===== src/tspfd_pkg.sv =====
package tspfd_pkg;

    // Field widths
    localparam int PULSE_W = 14;
    localparam int BYTE_W  = 8;
    localparam int POS_W   = 4;
    localparam int CNT_W   = 3;

    // Stream packing
    localparam int S_TDATA_W = 16;
    localparam int M_TDATA_W = 16;
    localparam int M_TUSER_W = 2;

    // Frame layout
    localparam int DEF_FRAME_BYTES = 12;
    localparam logic [POS_W-1:0] CHECK_POS = POS_W'(1);
    localparam logic [POS_W-1:0] SUM_FIRST = POS_W'(2);

    // Config register map
    localparam int CFG_IDX_W = 2;
    localparam logic [CFG_IDX_W-1:0] REG_ZERO_MIN = 2'd0;
    localparam logic [CFG_IDX_W-1:0] REG_ZERO_MAX = 2'd1;
    localparam logic [CFG_IDX_W-1:0] REG_ONE_MIN  = 2'd2;
    localparam logic [CFG_IDX_W-1:0] REG_ONE_MAX  = 2'd3;

    // Reset windows
    localparam logic [PULSE_W-1:0] RST_ZERO_MIN = PULSE_W'(5);
    localparam logic [PULSE_W-1:0] RST_ZERO_MAX = PULSE_W'(20);
    localparam logic [PULSE_W-1:0] RST_ONE_MIN  = PULSE_W'(30);
    localparam logic [PULSE_W-1:0] RST_ONE_MAX  = PULSE_W'(60);

    // Checksum offset added to the data sum
    localparam logic [BYTE_W-1:0] SUM_OFFSET = 8'hFF;

    typedef struct packed {
        logic [PULSE_W-1:0] zero_min;
        logic [PULSE_W-1:0] zero_max;
        logic [PULSE_W-1:0] one_min;
        logic [PULSE_W-1:0] one_max;
    } t_windows;

    typedef struct packed {
        logic is_valid;
        logic bit_val;
    } t_pulse_class;

endpackage


===== src/tank_sender_pulse_frame_decoder.sv =====
// Pulse-width frame decoder for a tank level sender.
// Slave stream: one request per measured low pulse. tdata carries the width in
// microseconds (0 = timeout), tuser carries begin_frame, which clears the frame
// and gives no result. Master stream: one request per finished byte with its
// value and frame position, tlast on the final byte, tuser flags for an
// aborted byte and a good checksum (checksum valid with tlast only).
// Config channel: write index 0..3 = zero_min, zero_max, one_min, one_max;
// always ready; the user must write only while the stream is idle, the block
// does not enforce it. A finished byte passes through the input register,
// then the result register. Throughput: one pulse per cycle while the master
// side does not stall. A pulse that ends no byte gives no result.
// Reset: windows return to 5/20 and 30/60 us, frame state clears, both
// streams go empty. When the master side stalls, the result register holds
// and the input register fills; tready drops only once both hold an item.
module tank_sender_pulse_frame_decoder #(
    parameter int FRAME_BYTES = tspfd_pkg::DEF_FRAME_BYTES
) (
    input  logic                             i_clk,
    input  logic                             i_rst_n,
    // Pulse stream
    input  logic                             i_s_tvalid,
    output logic                             o_s_tready,
    input  logic [tspfd_pkg::S_TDATA_W-1:0]  i_s_tdata,  // [13:0] pulse_us
    input  logic                             i_s_tuser,  // [0] begin_frame
    // Byte stream
    output logic                             o_m_tvalid,
    input  logic                             i_m_tready,
    output logic [tspfd_pkg::M_TDATA_W-1:0]  o_m_tdata,  // [7:0] byte_value, [11:8] byte_index
    output logic [tspfd_pkg::M_TUSER_W-1:0]  o_m_tuser,  // [0] byte_aborted, [1] checksum_ok
    output logic                             o_m_tlast,  // last_of_frame
    // Config writes
    input  logic                             i_cfg_valid,
    output logic                             o_cfg_ready,
    input  logic [tspfd_pkg::CFG_IDX_W-1:0]  i_cfg_index,
    input  logic [tspfd_pkg::PULSE_W-1:0]    i_cfg_data
);
    import tspfd_pkg::*;

    t_windows           r_win;
    logic               r_in_valid;
    logic               r_in_begin;
    logic [PULSE_W-1:0] r_in_pulse;
    t_pulse_class       pulse_class;
    logic               adv;
    logic               out_valid;
    logic [BYTE_W-1:0]  byte_value;
    logic [POS_W-1:0]   byte_index;
    logic               byte_aborted;
    logic               last_of_frame;
    logic               checksum_ok;

    // Config register file
    assign o_cfg_ready = 1'b1;

    always_ff @(posedge i_clk) begin
        if (!i_rst_n) begin
            r_win.zero_min <= RST_ZERO_MIN;
            r_win.zero_max <= RST_ZERO_MAX;
            r_win.one_min  <= RST_ONE_MIN;
            r_win.one_max  <= RST_ONE_MAX;
        end else if (i_cfg_valid) begin
            unique case (i_cfg_index)
                REG_ZERO_MIN: r_win.zero_min <= i_cfg_data;
                REG_ZERO_MAX: r_win.zero_max <= i_cfg_data;
                REG_ONE_MIN:  r_win.one_min  <= i_cfg_data;
                REG_ONE_MAX:  r_win.one_max  <= i_cfg_data;
                default: ;
            endcase
        end
    end

    // Input register advances whenever the result register can take a byte
    assign adv        = r_in_valid && (!out_valid || i_m_tready);
    assign o_s_tready = !r_in_valid || adv;

    always_ff @(posedge i_clk) begin
        if (!i_rst_n) begin
            r_in_valid <= 1'b0;
        end else if (o_s_tready) begin
            r_in_valid <= i_s_tvalid;
        end
    end

    always_ff @(posedge i_clk) begin
        if (i_s_tvalid && o_s_tready) begin
            r_in_begin <= i_s_tuser;
            r_in_pulse <= i_s_tdata[PULSE_W-1:0];
        end
    end

    tspfd_classify u_classify (
        .i_pulse_us (r_in_pulse),
        .i_win      (r_win),
        .o_class    (pulse_class)
    );

    tspfd_frame #(
        .FRAME_BYTES (FRAME_BYTES)
    ) u_frame (
        .i_clk        (i_clk),
        .i_rst_n      (i_rst_n),
        .i_adv        (adv),
        .i_begin      (r_in_begin),
        .i_class      (pulse_class),
        .i_out_taken  (i_m_tready),
        .o_valid      (out_valid),
        .o_byte_value (byte_value),
        .o_byte_index (byte_index),
        .o_aborted    (byte_aborted),
        .o_last       (last_of_frame),
        .o_ok         (checksum_ok)
    );

    // Output packing
    assign o_m_tvalid = out_valid;
    assign o_m_tdata  = {(M_TDATA_W - BYTE_W - POS_W)'(0), byte_index, byte_value};
    assign o_m_tuser  = {checksum_ok, byte_aborted};
    assign o_m_tlast  = last_of_frame;

    // Byte position stays inside the frame
    a_index_range: assert property (@(posedge i_clk) disable iff (!i_rst_n)
        o_m_tvalid |-> (byte_index <= POS_W'(FRAME_BYTES - 1)))
        else $error("byte index beyond frame");

    // Checksum flag only rides on the final byte
    a_ok_on_last: assert property (@(posedge i_clk) disable iff (!i_rst_n)
        (o_m_tvalid && checksum_ok) |-> last_of_frame)
        else $error("checksum_ok without last_of_frame");

    // Aborted bytes carry value zero
    a_abort_zero: assert property (@(posedge i_clk) disable iff (!i_rst_n)
        (o_m_tvalid && byte_aborted) |-> (byte_value == '0))
        else $error("aborted byte with nonzero value");

endmodule


===== src/tspfd_classify.sv =====
module tspfd_classify (
    input  logic [tspfd_pkg::PULSE_W-1:0] i_pulse_us,
    input  tspfd_pkg::t_windows           i_win,
    output tspfd_pkg::t_pulse_class       o_class
);
    import tspfd_pkg::*;

    logic nonzero;
    logic in_zero;
    logic in_one;

    // Window compares; a zero width is a timeout and never valid
    assign nonzero = (i_pulse_us != '0);
    assign in_zero = nonzero && (i_pulse_us >= i_win.zero_min) && (i_pulse_us <= i_win.zero_max);
    assign in_one  = nonzero && (i_pulse_us >= i_win.one_min) && (i_pulse_us <= i_win.one_max);

    // Zero window has priority on overlap
    assign o_class.is_valid = in_zero || in_one;
    assign o_class.bit_val  = !in_zero;

endmodule


===== src/tspfd_frame.sv =====
module tspfd_frame #(
    parameter int FRAME_BYTES = tspfd_pkg::DEF_FRAME_BYTES
) (
    input  logic                          i_clk,
    input  logic                          i_rst_n,
    input  logic                          i_adv,
    input  logic                          i_begin,
    input  tspfd_pkg::t_pulse_class       i_class,
    input  logic                          i_out_taken,
    output logic                          o_valid,
    output logic [tspfd_pkg::BYTE_W-1:0]  o_byte_value,
    output logic [tspfd_pkg::POS_W-1:0]   o_byte_index,
    output logic                          o_aborted,
    output logic                          o_last,
    output logic                          o_ok
);
    import tspfd_pkg::*;

    localparam logic [POS_W-1:0] LAST_POS = POS_W'(FRAME_BYTES - 1);
    localparam logic [POS_W-1:0] SUM_LAST = POS_W'(FRAME_BYTES - 2);

    // Frame state
    logic [BYTE_W-1:0] r_bit_shift, n_bit_shift;
    logic [CNT_W-1:0]  r_bit_count, n_bit_count;
    logic [POS_W-1:0]  r_frame_pos, n_frame_pos;
    logic [BYTE_W-1:0] r_data_sum,  n_data_sum;
    logic [BYTE_W-1:0] r_check,     n_check;
    logic              r_done,      n_done;

    // Result register
    logic              r_valid;
    logic [BYTE_W-1:0] r_value;
    logic [POS_W-1:0]  r_index;
    logic              r_aborted;
    logic              r_last;
    logic              r_ok;

    logic              emit;
    logic [BYTE_W-1:0] emit_value;
    logic              emit_aborted;
    logic              emit_last;
    logic              emit_ok;
    logic [BYTE_W-1:0] shifted;

    assign shifted = {r_bit_shift[BYTE_W-2:0], i_class.bit_val};

    // Next state and result for the item in the input register
    always_comb begin
        n_bit_shift  = r_bit_shift;
        n_bit_count  = r_bit_count;
        n_frame_pos  = r_frame_pos;
        n_data_sum   = r_data_sum;
        n_check      = r_check;
        n_done       = r_done;
        emit         = 1'b0;
        emit_value   = '0;
        emit_aborted = 1'b0;
        emit_last    = 1'b0;
        emit_ok      = 1'b0;

        if (i_begin) begin
            n_bit_shift = '0;
            n_bit_count = '0;
            n_frame_pos = '0;
            n_data_sum  = '0;
            n_check     = '0;
            n_done      = 1'b0;
        end else if (!r_done) begin
            if (!i_class.is_valid) begin
                emit         = 1'b1;
                emit_aborted = 1'b1;
            end else begin
                n_bit_shift = shifted;
                n_bit_count = r_bit_count + CNT_W'(1);
                if (r_bit_count == '1) begin
                    emit       = 1'b1;
                    emit_value = shifted;
                end
            end

            // Byte close-out: checksum bookkeeping and position advance
            if (emit) begin
                emit_last = (r_frame_pos == LAST_POS);
                if (r_frame_pos == CHECK_POS) begin
                    n_check = emit_value;
                end
                if ((r_frame_pos >= SUM_FIRST) && (r_frame_pos <= SUM_LAST)) begin
                    n_data_sum = BYTE_W'(r_data_sum + emit_value);
                end
                if (emit_last) begin
                    emit_ok = (r_check == BYTE_W'(r_data_sum + SUM_OFFSET));
                    n_done  = 1'b1;
                end
                n_frame_pos = r_frame_pos + POS_W'(1);
                n_bit_shift = '0;
                n_bit_count = '0;
            end
        end
    end

    // State update
    always_ff @(posedge i_clk) begin
        if (!i_rst_n) begin
            r_bit_shift <= '0;
            r_bit_count <= '0;
            r_frame_pos <= '0;
            r_data_sum  <= '0;
            r_check     <= '0;
            r_done      <= 1'b0;
        end else if (i_adv) begin
            r_bit_shift <= n_bit_shift;
            r_bit_count <= n_bit_count;
            r_frame_pos <= n_frame_pos;
            r_data_sum  <= n_data_sum;
            r_check     <= n_check;
            r_done      <= n_done;
        end
    end

    // Output valid
    always_ff @(posedge i_clk) begin
        if (!i_rst_n) begin
            r_valid <= 1'b0;
        end else if (i_adv && emit) begin
            r_valid <= 1'b1;
        end else if (i_out_taken) begin
            r_valid <= 1'b0;
        end
    end

    // Output payload
    always_ff @(posedge i_clk) begin
        if (i_adv && emit) begin
            r_value   <= emit_value;
            r_index   <= r_frame_pos;
            r_aborted <= emit_aborted;
            r_last    <= emit_last;
            r_ok      <= emit_ok;
        end
    end

    assign o_valid      = r_valid;
    assign o_byte_value = r_value;
    assign o_byte_index = r_index;
    assign o_aborted    = r_aborted;
    assign o_last       = r_last;
    assign o_ok         = r_ok;

endmodule

===== config.mk =====
export PLATFORM = sky130hd
export DESIGN_NAME = tank_sender_pulse_frame_decoder
export DESIGN_NICKNAME = d
export VERILOG_FILES = /design/src/tspfd_pkg.sv /design/src/tank_sender_pulse_frame_decoder.sv /design/src/tspfd_classify.sv /design/src/tspfd_frame.sv
export SDC_FILE = /design/constraint.sdc
export NUM_CORES = 1
export LEC_CHECK = 0
export BUFFER_PORTS_ARGS = -buffer_cell sky130_fd_sc_hd__buf_2
export CELL_PAD_IN_SITES_DETAIL_PLACEMENT = 0
export CELL_PAD_IN_SITES_GLOBAL_PLACEMENT = 2
export CORE_ASPECT_RATIO = 0.75
export CORE_MARGIN = 3
export CORE_UTILIZATION = 35
export CTS_CLUSTER_SIZE = 20
export DETAILED_ROUTE_END_ITERATION = 6
export PLACE_DENSITY_LB_ADDON = 0.2
export SLEW_MARGIN = 30
export SYNTH_ARGS = -nofsm -noshare
export SYNTH_HDL_FRONTEND = slang
export SYNTH_SLANG_ARGS = --single-unit
export TNS_END_PERCENT = 10

===== constraint.sdc =====
create_clock -name i_clk -period 4.1 [get_ports i_clk]
set_clock_uncertainty 0.15 [all_clocks]
set_input_delay 0.82 -clock i_clk [delete_from_list [all_inputs] [get_ports i_clk]]
set_output_delay 0.82 -clock i_clk [all_outputs]
set_load 0.01 [all_outputs]

; After elaboration in Yosys (flattened, before gate mapping)
; Index checks and enable logic that the tools add are counted.
; Widths: inputs -> output; s select.
[classes]
addsub = 4
reduce_logical = 32
bitwise_logic = 2
n_eq_ne = 8
magnitude_cmp = 6
muxes = 36
[op_table]
columns = cell, count
row1 = $mux 8, 12
row2 = $ge 14x14->1, 2
row3 = $le 14x14->1, 2
row4 = $mux 7, 4
row5 = $reduce_bool 14->1, 1
row6 = $mux 1, 13
row7 = $mux 3, 4
row8 = $mux 4, 3
row9 = $add 8x8->8, 1
row10 = $add 8x8->8 const B, 1
row11 = $eq 8x8->1, 1
row12 = $logic_and 1x1->1, 8
row13 = $reduce_and 2->1, 4
row14 = $reduce_and 4->1, 2
row15 = $reduce_bool 2->1, 4
row16 = $reduce_and 3->1, 2
row17 = $add 4x1->4 const B, 1
row18 = $eq 2x2->1 const B, 2
row19 = $eq 4x1->1 const B, 1
row20 = $eq 4x4->1 const B, 1
row21 = $ge 4x2->1 const B, 1
row22 = $le 4x4->1 const B, 1
row23 = $reduce_or 4->1, 1
row24 = $add 3x1->3 const B, 1
row25 = other kinds (10), 15
[totals]
out_inout_bits = 22
inputBits = 38
elab_cells = 107
ff_bits = 119

; Logic depth before layout (Yosys ltp)
; Gate-level depths: netlist of the first run.
[depth]
ltp_word = 13
ltp_mapped = 18
mapped_depth_nobuf = 17

; Hierarchy
; From an unflattened synthesis of the first run, not the netlist that was laid out.
[unflattened]
cells_unflattened = 685
hier_area_um2 = 6533.8
[by_module_without_submodules]
columns = module, instances, area_per_inst_um2, seq_area_each_um2, cells_each
row1 = tank_sender_pulse_frame_decoder, 1, 2660.1, 1591.5, 234
row2 = tspfd_frame, 1, 2421.1, 1091.0, 246
row3 = tspfd_classify, 1, 1452.6, 0.0, 205

; Worst setup path after synthesis of the first run
; Ideal clock, no wire load.
[synth_path]
path_kind = reg-to-reg
startpoint = register r_in_pulse[5]
endpoint = register u_frame.r_data_sum[7]
required_time_ps = 3885
path_buffers = 1
setup_ps = 65
arrival_time_ps = 3542
path_stages_with_launch = 18
path_slack_ps = 343
synth_period_minus_slack_ps = 3757
path_cell_list = edfxtp_1 ha_1 nand4_1 o21bai_1 a311o_1 a21oi_2 o22ai_2 and2b_1 buf_2 and2_1 ha_1 a21o_1 and3_1 o211a_1 nor2_1 a21oi_1 a2111oi_0 nand4b_1
[synth_via]
elab_chain_cells = 13
word_cells_on_any_way = 25
classes_between = add/sub (1) / order compare (4) / mux (11) / reduce/logical (9)
[synth_rtl]
columns = element, line
row1 = start: declaration, tank_sender_pulse_frame_decoder.sv:42  ; logic [PULSE_W-1:0] r_in_pulse;
row2 = start signal: assignment, tank_sender_pulse_frame_decoder.sv:87  ; r_in_pulse <= i_s_tdata[PULSE_W-1:0];
row3 = $ge 14x14->1 / $reduce_bool 14->1 (equally long branches), "tspfd_classify.sv:14, tspfd_classify.sv:13"
row4 = $logic_and 1x1->1 (2 in a row), tspfd_classify.sv:14  ; assign in_zero = nonzero && (i_pulse_us >= i_win.zero_min) && (i_pulse_us <= i_win.zero_max);
row5 = $logic_not 1->1, tspfd_classify.sv:19  ; assign o_class.bit_val = !in_zero;
row6 = $mux 8, tspfd_frame.sv:75  ; if (r_bit_count == '1) begin
row7 = $mux 8, tspfd_frame.sv:69  ; if (!i_class.is_valid) begin
row8 = $mux 8, tspfd_frame.sv:68  ; end else if (!r_done) begin
row9 = $mux 8, tspfd_frame.sv:61  ; if (i_begin) begin
row10 = $add 8x8->8, tspfd_frame.sv:88  ; n_data_sum = BYTE_W'(r_data_sum + emit_value);
row11 = $mux 8, tspfd_frame.sv:87  ; if ((r_frame_pos >= SUM_FIRST) && (r_frame_pos <= SUM_LAST)) begin
row12 = $mux 8, tspfd_frame.sv:82  ; if (emit) begin
row13 = $mux 8, tspfd_frame.sv:68
row14 = $mux 8, tspfd_frame.sv:61
row15 = end signal: assignment, tspfd_frame.sv:114  ; r_data_sum <= n_data_sum;
row16 = end: declaration, tspfd_frame.sv:26  ; logic [BYTE_W-1:0] r_data_sum, n_data_sum;
; Parallel ways exist; a longest one is shown, timed or not. The select of a mux whose other input is x is not followed.
; A chain may end at the register's enable or synchronous reset.

; Final worst setup path of the first run
[layout_path]
startpoint = register r_in_pulse[2]
endpoint = register u_frame.r_data_sum[7]
; The elaborated chain is that of the path after synthesis.

==> results of run 1 <==
==> worst min-delay path by stage <==
stage	startpoint	to	slack, ns
after floorplan	r_win[10]	r_win[10]	0.29
after global placement	r_win[55]	r_win[55]	0.30
after detailed placement	r_win[20]	r_win[20]	0.31
after CTS	r_win[20]	r_win[20]	0.32
after global routing	r_win[13]	r_win[13]	0.34
final	r_win[20]	r_win[20]	0.31
==> cell type report <==
type,count,area share
sequential,119,0.341
clock inverter,15,0.0213
timing repair buffer,76,0.0564
inverter,62,0.0296
tap,242,0.0385
multi-input combinational,513,0.459
clock buffer,17,0.0540
==> sequential cells by signal, summed over array words and instances, names as in the netlist <==
register,cells
r_in_begin,1
r_in_pulse,14
r_in_valid,1
r_win,56
u_frame.o_aborted,1
u_frame.o_byte_index,4
u_frame.o_byte_value,8
u_frame.o_last,1
u_frame.o_ok,1
u_frame.o_valid,1
u_frame.r_bit_count,3
u_frame.r_bit_shift,7
u_frame.r_check,8
u_frame.r_data_sum,8
u_frame.r_done,1
u_frame.r_frame_pos,4
==> where the power goes <==
group | internal, mW | total [mW] | leakage, nW | switching [mW]
combinational | 0.118 | 0.293 | 1.83 | 0.175
clock | 0.907 | 1.50 | 0.274 | 0.598
sequential | 1.24 | 1.27 | 1.01 | 0.0267
total | 2.27 | 3.06 | 3.11 | 0.799
==> Yosys cell counts (3+ instances only) <==
cell | number | share of area
xnor2_1 | 9 | 0.012
a21oi_1 | 26 | 0.020
or2_2 | 3 | 0.0029
a211oi_1 | 3 | 0.0035
nand4_1 | 17 | 0.016
o21ai_0 | 9 | 0.0069
a21boi_0 | 47 | 0.054
edfxtp_1 | 30 | 0.14
o21bai_1 | 5 | 0.0058
nand3_1 | 14 | 0.011
buf_4 | 7 | 0.0081
buf_2 | 3 | 0.0023
nor2b_1 | 24 | 0.023
ha_1 | 68 | 0.13
a31oi_1 | 3 | 0.0029
a21oi_2 | 3 | 0.0040
nand2_1 | 139 | 0.080
nor2_1 | 22 | 0.013
a22oi_1 | 17 | 0.020
o211ai_1 | 11 | 0.013
o21a_1 | 3 | 0.0035
and3_1 | 11 | 0.011
dfxtp_1 | 89 | 0.27
nor3_1 | 7 | 0.0054
a21o_1 | 4 | 0.0046
inv_1 | 62 | 0.036
and2_1 | 8 | 0.0077
xor2_1 | 10 | 0.013
nor4_1 | 7 | 0.0067
clkbuf_1 | 23 | 0.013
==> per-stage QoR <==
step | TNS [ns] | cells | cell area, um2 | hold slack, ns | utilization
floorplan | 0 | 727 | 6520 | 0.293 | -
global placement | 0 | 998 | 7010 | 0.302 | 0.391
detailed placement | -0.0238 | 998 | 7010 | 0.308 | 0.391
CTS | 0 | 1032 | 7630 | 0.315 | 0.426
global route | -0.0904 | 1044 | 7870 | 0.335 | 0.439
finish | 0 | 1044 | 7870 | 0.312 | 0.439
==> tightest hold or removal path: cells and delay by family, from the launching register on <==
kind | cells | cell delay [ns]
AOI/OAI and AO/OA | 1 | 0.06
and+or+nand+nor | 1 | 0.04
DFF | 1 | 0.31
==> what timing repair did <==
action / 4_1_cts / 5_1_grt
setup endpoints to repair: 1 / 5
resized for setup: 1 / 24
pin swaps: 1 / 22
setup buffers: 2 / 12
==> cell usage in the layout (no fill, tap or decap), types with 5 or more instances in the layout <==
cell type,count
conb_1,5
nor2b_1,24
dfxtp_1,89
edfxtp_1,30
clkinvlp_4,5
inv_1,62
ha_1,58
nor2_1,20
xnor2_1,8
nor3_1,6
buf_4,23
nand4_1,17
ha_4,9
and3_1,11
a21boi_0,47
nor4_1,7
and2_1,6
o21bai_1,5
o211ai_1,11
buf_2,52
inv_6,6
xor2_1,10
o21ai_0,8
nand2_1,139
a21oi_1,25
clkbuf_16,17
a22oi_1,17
nand3_1,14
==> routing by layer <==
metal	track usage	share of wire	up-vias
met5	0	0	-
met2	0.244	0.40	115
met4	0.0560	0.013	0
met3	0.0359	0.060	18
li1	-	-	2655
met1	0.272	0.52	2482
==> kinds of logic (layout without fill, tap and decap cells) <==
logic type / count (synthesis) / after routing / share of synthesized area
fa+ha+maj: 70 / 70 / 0.135
compound gates: 153 / 153 / 0.173
buf+inv: 95 / 170 / 0.0594
simple gates: 266 / 266 / 0.193
xor+xnor: 19 / 19 / 0.0256
other cells: 2 / 5 / 0.00115
flops: 119 / 119 / 0.412
==> results.cfg, run 1 <==
[outcome]
status = finished, final reports clean

[timing]
fmax_ghz = 0.252
setup_slack_ns = 0.127
rsz0062_at_grt = yes
setup_violations = 0
tightest_slew_ns = 0.912
drv_slew = 0
fin_crit_ns = 3.97
min_period_over_period = 0.969
relSlewSlack = 0.391
finalHoldViolCount = 0

[drt]
initialDrtViolationCount = 322
vias = 5270
detail_route.wirelength_mm = 17.5
drc_errors = 0
viasPerCell = 5.05
first_pass_iters = 4
wl_per_cell_um = 16.7
route.antenna.remaining_nets = 0

[global_routing]
overflow = 0
grt_max_degree = 63
antenna_found_initial = 0
grt_usage = 0.177
grt_pass1_wl_mm = 26.9
first_global_vias = 4774

[die]
core_area_um2 = 17900
initial_core_util = 0.363
die_x_um = 163
die_h_um = 124
io-pin-count = 60
std_cell_rows = 42
dieArea_um2 = 20300

[clocking]
clk_pin_slew_worst_paths_ns = 0.06
htree_levels = 4
postCtsHoldBufs = 0
cts-root-buf = clkbuf_16
cts_tree = done
cts_sinks = 119
numCtsBuffers = 17
clock_latency_ns = 0.42
cts.path.max_buffers = 2

[critical_path]
slowest_delay_ns = 0.52
cp_num_buf_inv = 2
r2r-start = r_in_pulse[2]
path_delay_family = compound AO/OA/AOI/OAI gates
worstRegToRegCells = 16
r2r-end = u_frame.r_data_sum[7]
cp_slowest_cell = edfxtp_1
path_class = flip-flop to flip-flop
cp-endpoint = u_frame.r_data_sum[7]
r2r_setup_slack_ns = 0.13
worst-path-stages = 16
worstPathArrival_ns = 4.18
startpoint_type = flip-flop
crit_chain = ha_1, nand4_1, o21bai_1, a311o_1, a21oi_2, o22ai_2, and2b_2, buf_4, buf_4, and2_1, ha_2, or3_1, o21ai_2, a21oi_2, a2111oi_2, nand4b_1
cp_data_required_time_ns = 4.30
path_max_fanout = 5
crit_path_start = r_in_pulse[2]
critPathCaptureType = flip-flop

[placed_design]
place_ws_ns = -0.0238
portBuffers = 52
routabilityCongestion = 0.804
dpl.hpwl_mm = 12.6

[synthesis]
syn_area_per_cell_um2 = 8.99
async_reset_ff_frac = 0
seq_area_frac_synth = 0.412
synth-edff-count = 30
ys_warn_count = 0
ys.flop_type = dfxtp_1
synthesis.area_um2 = 6510
synthDistinctLibCells = 60
synth_seq_cells = 119
netlist_instances = 724

[finish]
regArea_um2 = 2680
diodes = 0
fin_nets = 896
nFillCells = 1786
syn_to_final_growth_pct = 21.0
drive_above_1_share = 0.181
multi_input_comb_area_um2 = 3620

[run]
max_cap_violations = 0

[hold_path]
min_path_cells = 2
hold_class = flip-flop to flip-flop

[power_and_ir_drop]
total_power_mw = 3.06
ir_drop_mv = 0.233
powerDensity_nw_per_um2 = 389
p_leak_nw = 3.11
Power figures use the tool's default switching activity.
==> run 2: changes to the inputs <==
==> constraint.sdc (replaced) <==
create_clock -name i_clk -period 4.2 [get_ports i_clk]
set_clock_uncertainty 0.15 [all_clocks]
set_input_delay 0.21 -clock i_clk [delete_from_list [all_inputs] [get_ports i_clk]]
set_output_delay 0.21 -clock i_clk [all_outputs]
set_load 0.01 [all_outputs]
==> run 2 against run 1 <==
- count of clock-buffer cells in the layout rose by 1
- register-to-register slack improved by 0.07 ns
- total power shrank 2.1%
- routed wire length grew 0.97%
- combinational power is 3% higher
- cell area increased by 1.9%
- via count is 2.1% higher
- critical path type unchanged
- highest routed layer unchanged
- cell count grew 2.4%
==> results.cfg, run 2 (same netlist as run 1, synthesis figures left out) <==
[finish]
drive_above_1_share = 0.148
fin_nets = 921
syn_to_final_growth_pct = 23.2
layout_common_cells = nand2_1, dfxtp_1, ha_1
max_flop_register = r_win
diodes = 0
layout_commonest_cell = nand2_1
reg.largest.list = r_win x56, r_in_pulse x14
nFillCells = 1749
largest_register_ffs = 56
final_cell_area_um2 = 8020
finalNonFillerCells = 1069
fin_util = 0.448

[drt]
initialDrtViolationCount = 404
first_pass_iters = 5
wl_per_cell_um = 16.5
drc_errors = 0
route.antenna.remaining_nets = 0
viasPerCell = 5.03
detail_route.wirelength_mm = 17.6
vias = 5382

[global_routing]
grt_max_degree = 53
use_met2 = 0.267
antenna_found_initial = 0
first_global_vias = 5164
gr-usage-met1 = 0.268
grt_pass1_wl_mm = 27.9
busiest_layer = met1
grt_usage = 0.181
use_met3 = 0.0389
overflow = 0

[placed_design]
place_ws_ns = 0.0766
routabilityCongestion = 0.839
place_area_um2 = 6990
portBuffers = 52
placed_cells = 995
dpl.hpwl_mm = 12.7

[timing]
tightest_slew_ns = 0.835
finalHoldViolCount = 0
setup_slack_ns = 0.194
setup_violations = 0
fin_crit_ns = 4.01
relSlewSlack = 0.443
min_period_over_period = 0.954
fmax_ghz = 0.250
fin_tns_setup_ns = 0
drv_slew = 0

[clocking]
clock_latency_ns = 0.42
numCtsBuffers = 17
cts-root-buf = clkbuf_16
cts_tree = done
cts_sinks = 119
cts.path.max_buffers = 2
clk_pin_slew_worst_paths_ns = 0.06
htree_levels = 4

[die]
die_h_um = 124
core_area_um2 = 17900
die_x_um = 163
io-pin-count = 60
initial_core_util = 0.363
std_cell_rows = 42
dieArea_um2 = 20300

[critical_path]
path_max_fanout = 5
cp_data_required_time_ns = 4.40
r2r_setup_slack_ns = 0.19
startpoint_type = flip-flop
critPathCaptureType = flip-flop
worstPathArrival_ns = 4.21
path_class = flip-flop to flip-flop

[run]
max_cap_violations = 0

[hold_path]
hold_class = input pin to flip-flop

[power_and_ir_drop]
p_leak_nw = 3.21
powerDensity_nw_per_um2 = 374
ir_drop_mv = 0.206

[outcome]
status = finished, final reports clean
-- run 2: area by class of cell --
class	count	area, um2	area share
Clock buffer	18	429	0.0535
Clock inverter	14	156	0.0195
Inverter	62	233	0.0290
Multi-Input combinational cell	513	3510	0.438
Sequential cell	119	2680	0.334
Tap cell	242	303	0.0378
Timing Repair Buffer	101	706	0.0880
-- run 2: repair_timing --
action | in CTS | in global routing
gates resized for setup | 0 | 9
hold endpoints to repair | 73 | 0
hold buffers | 31 | 0
setup endpoints to repair | 0 | 4
buffers inserted | 0 | 11
-- run 2: final timing paths --
kind | start | end | cells past startpoint
max | r_in_pulse[3] | u_frame.r_data_sum[7] | 17
min | i_cfg_index[0] | r_win[19] | 4
max reg2reg | r_in_pulse[3] | u_frame.r_data_sum[7] | 17
min reg2reg | r_win[49] | r_win[49] | 2
-- run 2: worst max-delay path, stage by stage, from the launching register on --
cell       delay, ns
edfxtp_1        0.47
buf_4           0.19
ha_1            0.28
nand4_1         0.15
o21ai_0         0.14
a221oi_1        0.28
o41a_1          0.24
o22ai_2         0.09
and2b_2         0.24
and2_1          0.21
ha_1            0.30
a21o_1          0.20
and3_1          0.19
o211a_1         0.24
nor2_1          0.10
a21oi_1         0.12
a2111oi_2       0.21
nand4b_1        0.14
-- run 2: per-layer routing --
| metal | vias up | routed length [um] |
|---|---|---|
| met2 | 110 | 7250 |
| met5 | - | 0 |
| met1 | 2555 | 9500 |
| met4 | 0 | 189 |
| li1 | 2706 | - |
| met3 | 11 | 698 |
-- run 2: power by group --
part / internal (mW) / total, mW / switching (mW)
sequential: 1.21 / 1.24 / 0.0292
clock: 0.924 / 1.46 / 0.536
combinational: 0.130 / 0.302 / 0.172
total: 2.26 / 3.00 / 0.737
-- run 2: through the flow --
stage | total power [mW] | hold WS (ns)
after global placement | 1.53 | 0.239
after floorplan | 1.43 | 0.159
after global routing | 3.12 | 0.170
final | 3.00 | 0.142
after CTS | 3.02 | 0.217
after detailed placement | 1.53 | 0.238
==> run 3: changes to the inputs <==
- CORE_UTILIZATION: 35 -> 37
- SLEW_MARGIN: 30 -> not set
==> run 3 against run 2 <==
- total power is 6.9% higher
- setup slack better by 0.0080 ns
- die area is 5.2% lower
- via count is 2.4% lower
==> results.cfg, run 3 (same netlist as run 1, synthesis figures left out) <==
[clocking]
cts-root-buf = clkbuf_16
cts_tree = done
cts_sinks = 119
numCtsBuffers = 17
clk_pin_slew_worst_paths_ns = 0.06
cts.path.max_buffers = 2
clock_latency_ns = 0.42
htree_levels = 4

[power_and_ir_drop]
p_leak_nw = 3.24
powerDensity_nw_per_um2 = 399
ir_drop_mv = 0.174

[finish]
drive_above_1_share = 0.146
layout_commonest_cell = nand2_1
max_flop_register = r_win
syn_to_final_growth_pct = 23.7
diodes = 0
largest_register_ffs = 56
fin_nets = 915
reg.largest.list = r_win x56, r_in_pulse x14
layout_common_cells = nand2_1, dfxtp_1, ha_1

[global_routing]
grt_pass1_wl_mm = 28.1
antenna_found_initial = 0
grt_max_degree = 57
overflow = 0
grt_usage = 0.188
first_global_vias = 5136

[timing]
setup_violations = 0
tightest_slew_ns = 0.958
hold-worst-slack_ns = 0.0118
min_period_over_period = 0.952
finalHoldViolCount = 0
relSlewSlack = 0.361
fin_crit_ns = 4.00
fin_tns_setup_ns = 0
fmax_ghz = 0.250
drv_slew = 0

[placed_design]
routabilityCongestion = 0.874
portBuffers = 52
dpl.hpwl_mm = 12.4

[drt]
wl_met1_mm = 9.41
first_pass_iters = 4
wl_per_cell_um = 16.4
wl_met3_um = 693
detail_route.wirelength_mm = 17.3
route.met2.wl_mm = 7.03
initialDrtViolationCount = 354
vias = 5253
route.antenna.remaining_nets = 0
highest_layer = met4
viasPerCell = 4.97
drc_errors = 0

[die]
std_cell_rows = 41
die_h_um = 121
initial_core_util = 0.382
core_area_um2 = 17000
io-pin-count = 60
dieArea_um2 = 19200
die_x_um = 159

[critical_path]
r2r-start = r_in_pulse[3]
path_max_fanout = 5
r2r_setup_slack_ns = 0.20
worstPathArrival_ns = 4.20
critPathCaptureType = flip-flop
path_class = flip-flop to flip-flop
r2r-end = u_frame.r_data_sum[7]
worstRegToRegCells = 16
startpoint_type = flip-flop
cp_data_required_time_ns = 4.40

[outcome]
status = finished, final reports clean

[hold_path]
hold_class = input pin to flip-flop
min_path_cells = 3
holdCritStartpoint = i_m_tready
min_to = u_frame.o_valid

[run]
max_cap_violations = 0
## run 3: cell count changes in the layout (fill, tap and decap cells not counted), sizes merged
cell         delta
buf             -5
bufinv          +3
clkinvlp        -3
clkbuf          +1
dlygate4sd3     -1
inv             -1
## run 3: cell type report
type	count	area [um2]
fill	1660	8980
multi-input combinational	513	3510
sequential	119	2680
timing repair buffer	95	658
clock buffer	19	443
tap	236	295
inverter	62	233
clock inverter	13	226
## run 3: how the worst max path moves through the flow
stage                        startpoint               endpoint  slack [ns]
after floorplan           r_in_pulse[5]  u_frame.r_data_sum[7]        0.44
after global placement    r_in_pulse[4]  u_frame.r_data_sum[7]        0.11
after detailed placement  r_in_pulse[5]  u_frame.r_data_sum[7]         0.1
after CTS                 r_in_pulse[5]  u_frame.r_data_sum[7]        0.07
after global routing      r_in_pulse[3]  u_frame.r_data_sum[7]       -0.06
final                     r_in_pulse[3]  u_frame.r_data_sum[7]        0.20
## run 3: timing repair
item	4_1_cts	5_1_grt
gates resized for setup	0	9
endpoints found under the setup margin	0	2
hold endpoints to repair	72	0
setup buffers	0	5
hold buffers	30	0
## run 3: worst max-delay path, cell delays in order (launching register included)
cell,delay [ns]
edfxtp_1,0.51
ha_1,0.36
nand4_1,0.19
o21bai_1,0.21
a311o_1,0.28
a21oi_2,0.17
o22ai_2,0.11
and2b_2,0.25
and2_4,0.18
ha_1,0.29
a21o_1,0.20
and3_1,0.19
o211a_1,0.23
nor2_1,0.11
a21oi_1,0.11
a2111oi_1,0.25
nand4b_1,0.16
## run 3: routing by layer
metal	track usage	vias up
met5	0	-
met4	0.0563	0
met3	0.0450	14
met2	0.267	92
met1	0.281	2456
li1	-	2691
## run 3: per-stage QoR
stage               instances   util  area, um2  power (mW)  worst slack (ns)
finish                   1057  0.473       8050        3.21             0.202
global placement          990  0.410       6990        1.52             0.114
CTS                      1052  0.467       7960        3.22            0.0698
global route             1057  0.473       8050        3.34           -0.0637
detailed placement        990  0.410       6990        1.53            0.0979
floorplan                 727      -       6520        1.43             0.443
## run 3: where the power goes
group,internal (mW),total [mW],switching (mW)
Sequential,1.21,1.24,0.0287
Combinational,0.130,0.301,0.171
Clock,1.13,1.67,0.542
Total,2.47,3.21,0.742
